===== src/design/apci_pkg.sv =====
package apci_pkg;

    localparam int PIX_W  = 8;
    localparam int IDX_OUT_W = 8;
    localparam int DIST_W = 18;

    localparam logic [1:0] KIND_EXACT   = 2'd0;
    localparam logic [1:0] KIND_INSERT  = 2'd1;
    localparam logic [1:0] KIND_NEAREST = 2'd2;

    typedef struct packed {
        logic start;
        logic issue;
        logic finish;
    } t_ctl_cmd;

    typedef struct packed {
        logic used_zero;
        logic scan_last;
        logic pipe_empty;
        logic out_busy;
    } t_ctl_sts;

endpackage


===== src/design/apci_ctl.sv =====
module apci_ctl
    import apci_pkg::*;
(
    input  logic     i_clk,
    input  logic     i_rst_n,
    input  logic     i_s_tvalid,
    output logic     o_s_tready,
    input  t_ctl_sts i_sts,
    output t_ctl_cmd o_cmd
);

    typedef enum logic [3:0] {
        S_IDLE  = 4'b0001,
        S_SCAN  = 4'b0010,
        S_DRAIN = 4'b0100,
        S_DONE  = 4'b1000
    } t_state;

    t_state r_state;
    t_state n_state;

    always_comb begin
        n_state      = r_state;
        o_cmd        = '0;
        o_s_tready   = 1'b0;
        case (r_state)
            S_IDLE: begin
                o_s_tready = 1'b1;
                if (i_s_tvalid) begin
                    o_cmd.start = 1'b1;
                    n_state     = i_sts.used_zero ? S_DRAIN : S_SCAN;
                end
            end
            S_SCAN: begin
                o_cmd.issue = 1'b1;
                if (i_sts.scan_last) begin
                    n_state = S_DRAIN;
                end
            end
            S_DRAIN: begin
                if (i_sts.pipe_empty) begin
                    n_state = S_DONE;
                end
            end
            S_DONE: begin
                if (!i_sts.out_busy) begin
                    o_cmd.finish = 1'b1;
                    n_state      = S_IDLE;
                end
            end
            default: begin
                n_state = S_IDLE;
            end
        endcase
    end

    always_ff @(posedge i_clk) begin
        if (!i_rst_n) begin
            r_state <= S_IDLE;
        end else begin
            r_state <= n_state;
        end
    end

endmodule


===== config.mk =====
export PLATFORM = sky130hd
export DESIGN_NAME = apci_ctl
export DESIGN_NICKNAME = d
export VERILOG_FILES = /design/src/design/apci_pkg.sv /design/src/design/apci_ctl.sv
export SDC_FILE = /design/constraint.sdc
export NUM_CORES = 1
export LEC_CHECK = 0
export ABC_AREA = 1
export BUFFER_PORTS_ARGS = -buffer_cell sky130_fd_sc_hd__buf_2
export CORE_AREA = 5 5 42 44
export CTS_BUF_LIST = sky130_fd_sc_hd__clkbuf_16
export DETAILED_ROUTE_END_ITERATION = 8
export DIE_AREA = 0 0 47 49
export GPL_ROUTABILITY_DRIVEN = 0
export SYNTH_ARGS = -nofsm -noshare
export SYNTH_HDL_FRONTEND = slang
export SYNTH_SLANG_ARGS = --single-unit

===== constraint.sdc =====
create_clock -name i_clk -period 2.75 [get_ports i_clk]
set_input_delay 0.275 -clock i_clk [delete_from_list [all_inputs] [get_ports i_clk]]
set_output_delay 0.275 -clock i_clk [all_outputs]
set_load 0.1 [all_outputs]

==> impl_metrics.tcl <==
set metrics [dict create \
    ant_nets 0 \
    hold_start "i_rst_n" \
    maxCapViolCount 0 \
    drv_slew 0 \
    hpwl_um 508 \
    port_buffers 10 \
    hold_ws_ps 308 \
    drt_iter0_drc 1 \
    cp_top_family "buffers and inverters" \
    path_buf_inv 3 \
    clock-sinks 4 \
    critPathMaxFanout 4 \
    cts.root.buffer_cell "clkbuf_16" \
    dp.cells 79 \
    diodes 0 \
    crit_chain "inv_1 > nor2_1 > nand2_1 > inv_1 > buf_2" \
    yosys.area_share.simple_pct 55.7 \
    cts_buffers 3 \
    route.detailed.drc 0 \
    largest-register "r_state" \
    ios 11 \
    wl_um 611 \
    synthCells 53 \
    final_nets 75 \
    clk_latency_ps 220 \
    relSlewSlack_pct 67.8 \
    htree_levels 1 \
    clk_path_buf_depth 2 \
    use_met3_pct 4.80 \
    grt_pass1_wl_mm 1.08 \
    cts_setup_buffers 0 \
    fin_area_um2 439 \
    syn_to_final_growth_pct 49.4 \
    start_util_pct 21.0 \
    synth.distinct_cells 10 \
    status "complete, no violations" \
    synth.ff_latch_count 4 \
    die_area_mm2 0.00230 \
    syn_area_um2 294 \
    hold_viol 0 \
    coreArea_mm2 0.00140 \
    reg2reg_to "r_state[1]" \
    synth_xor_area_share_pct 0 \
    grt_usage_pct 6.56 \
    period_needed_ps 1630 \
    hold_end "r_state[3]" \
    cpPeakStageDelay_ps 420 \
    hold_depth 3 \
    grt_pass1_vias 288 \
    synth-adder-area-share_pct 0 \
    met2_usage_pct 8.82 \
    top_regs "r_state: 4 flops" \
    vias 321 \
    syn-num-nets 60 \
    largest_reg_flops 4 \
    final_cell_count_no_fill 82 \
    first_pass_iters 2 \
    endpoint_kind "primary output" \
    ff2ff_path_depth 7 \
    top_usage_layer "met2" \
    path_class "flop to primary output" \
    seq_area_frac_synth_pct 27.2 \
    slowest_stage "buf_2" \
    rr_startpoint "r_state[2]" \
    synthMuxAreaShare_pct 0 \
    cts.clk_slew.worst_paths_ps 30 \
    startpoint_type "flop" \
    fin_crit_sh_pct 59.1 \
    r2r_slack_ps 1630 \
    grt_overflow 0 \
    die_w_um 47 \
    vias_per_cell 3.91 \
    postPlaceCellArea_um2 364 \
    drive_gt1_share_pct 31.8 \
    die_height_um 49 \
    cts_hold_buffers 0 \
    fin_skew_ps 2.32 \
    fp-row-count 14 \
    antenna_found_initial 0 \
    synth_warnings 0 \
    synth_compound_area_share_pct 1.70 \
    path_common_cell "inv_1" \
    worst_ep_required_time_ps 2480 \
    cts_resized 0 \
    setup_violations 0 \
    rsz0062_at_grt "no" \
    worstPathArrival_ps 1350 \
    synth.avg_cell_area_um2 5.55 \
    cts_tree "built" \
    hold_class "input port to flop" \
    tightestPinTransition_ps 486 \
    grt_use_met1_pct 7.73 \
    wl_per_cell_um 7.45 \
    synth_top_family_by_area "simple AND/OR/NAND/NOR gates" \
    setup_tns_ps 0 \
    grt_max_degree 8 \
    fmaxAchievable_mhz 615 \
]
==> metal layers <==
layer | vias to the layer above | wire length (µm)
met5 | - | 0
met4 | 0 | 0
met3 | 0 | 60
met2 | 8 | 278
met1 | 133 | 271
li1 | 180 | -
==> synthesized netlist by cell type, drive strengths merged <==
cell type	instances	area, µm²
o21ai	1	5.00
nand3	5	25.0
inv	12	45.0
nor2	16	75.1
dfxtp	4	80.1
nand2	15	63.8
==> how the worst max path moves through the flow <==
stage                      end  cells past startpoint        from
floorplan             o_cmd[2]                      3  r_state[3]
global placement    o_s_tready                      4  r_state[3]
detailed placement    o_cmd[2]                      4  r_state[3]
CTS                   o_cmd[2]                      4  r_state[3]
global route          o_cmd[1]                      5  r_state[1]
finish                o_cmd[1]                      5  r_state[1]
==> worst reg2reg max path, delay by kind of cell (launching register included) <==
| family | cells | cell delay (ps) |
|---|---|---|
| flops | 1 | 380 |
| simple gates | 7 | 620 |
==> cell type report <==
cell class / count / area, µm²
clock buffers: 3 / 75.1
multi-input cells: 37 / 169
inverters: 12 / 45.0
well taps: 16 / 20.0
repair buffers: 10 / 50.0
fillers: 171 / 962
flip-flops and latches: 4 / 80.1
==> stage by stage <==
| stage | setup WS, ps | util, % |
|---|---|---|
| floorplan | 653 | - |
| global placement | 1370 | 26.0 |
| detailed placement | 1350 | 26.0 |
| CTS | 1120 | 31.3 |
| global route | 983 | 31.3 |
| finish | 1120 | 31.3 |
==> cells by family (layout without fill, tap and decap cells) <==
| group | Yosys count | count (layout) |
|---|---|---|
| and+or+nand+nor | 36 | 36 |
| buffers and inverters | 12 | 25 |
| DFF | 4 | 4 |
| AOI/OAI and AO/OA | 1 | 1 |
==> placed cells by master (no fill, tap or decap) <==
cell type and instances:
nor2_1 12, buf_2 10, inv_2 1, nor2_2 3, nor2_4 1, nand2_2 3, o21ai_1 1, nand3_1 5
clkbuf_16 3, inv_1 11, nand2_1 12, dfxtp_1 4
Power is left out: the tool's default activity adds up to more than one toggle a clock period on the data nets, which glitch-free logic cannot reach.
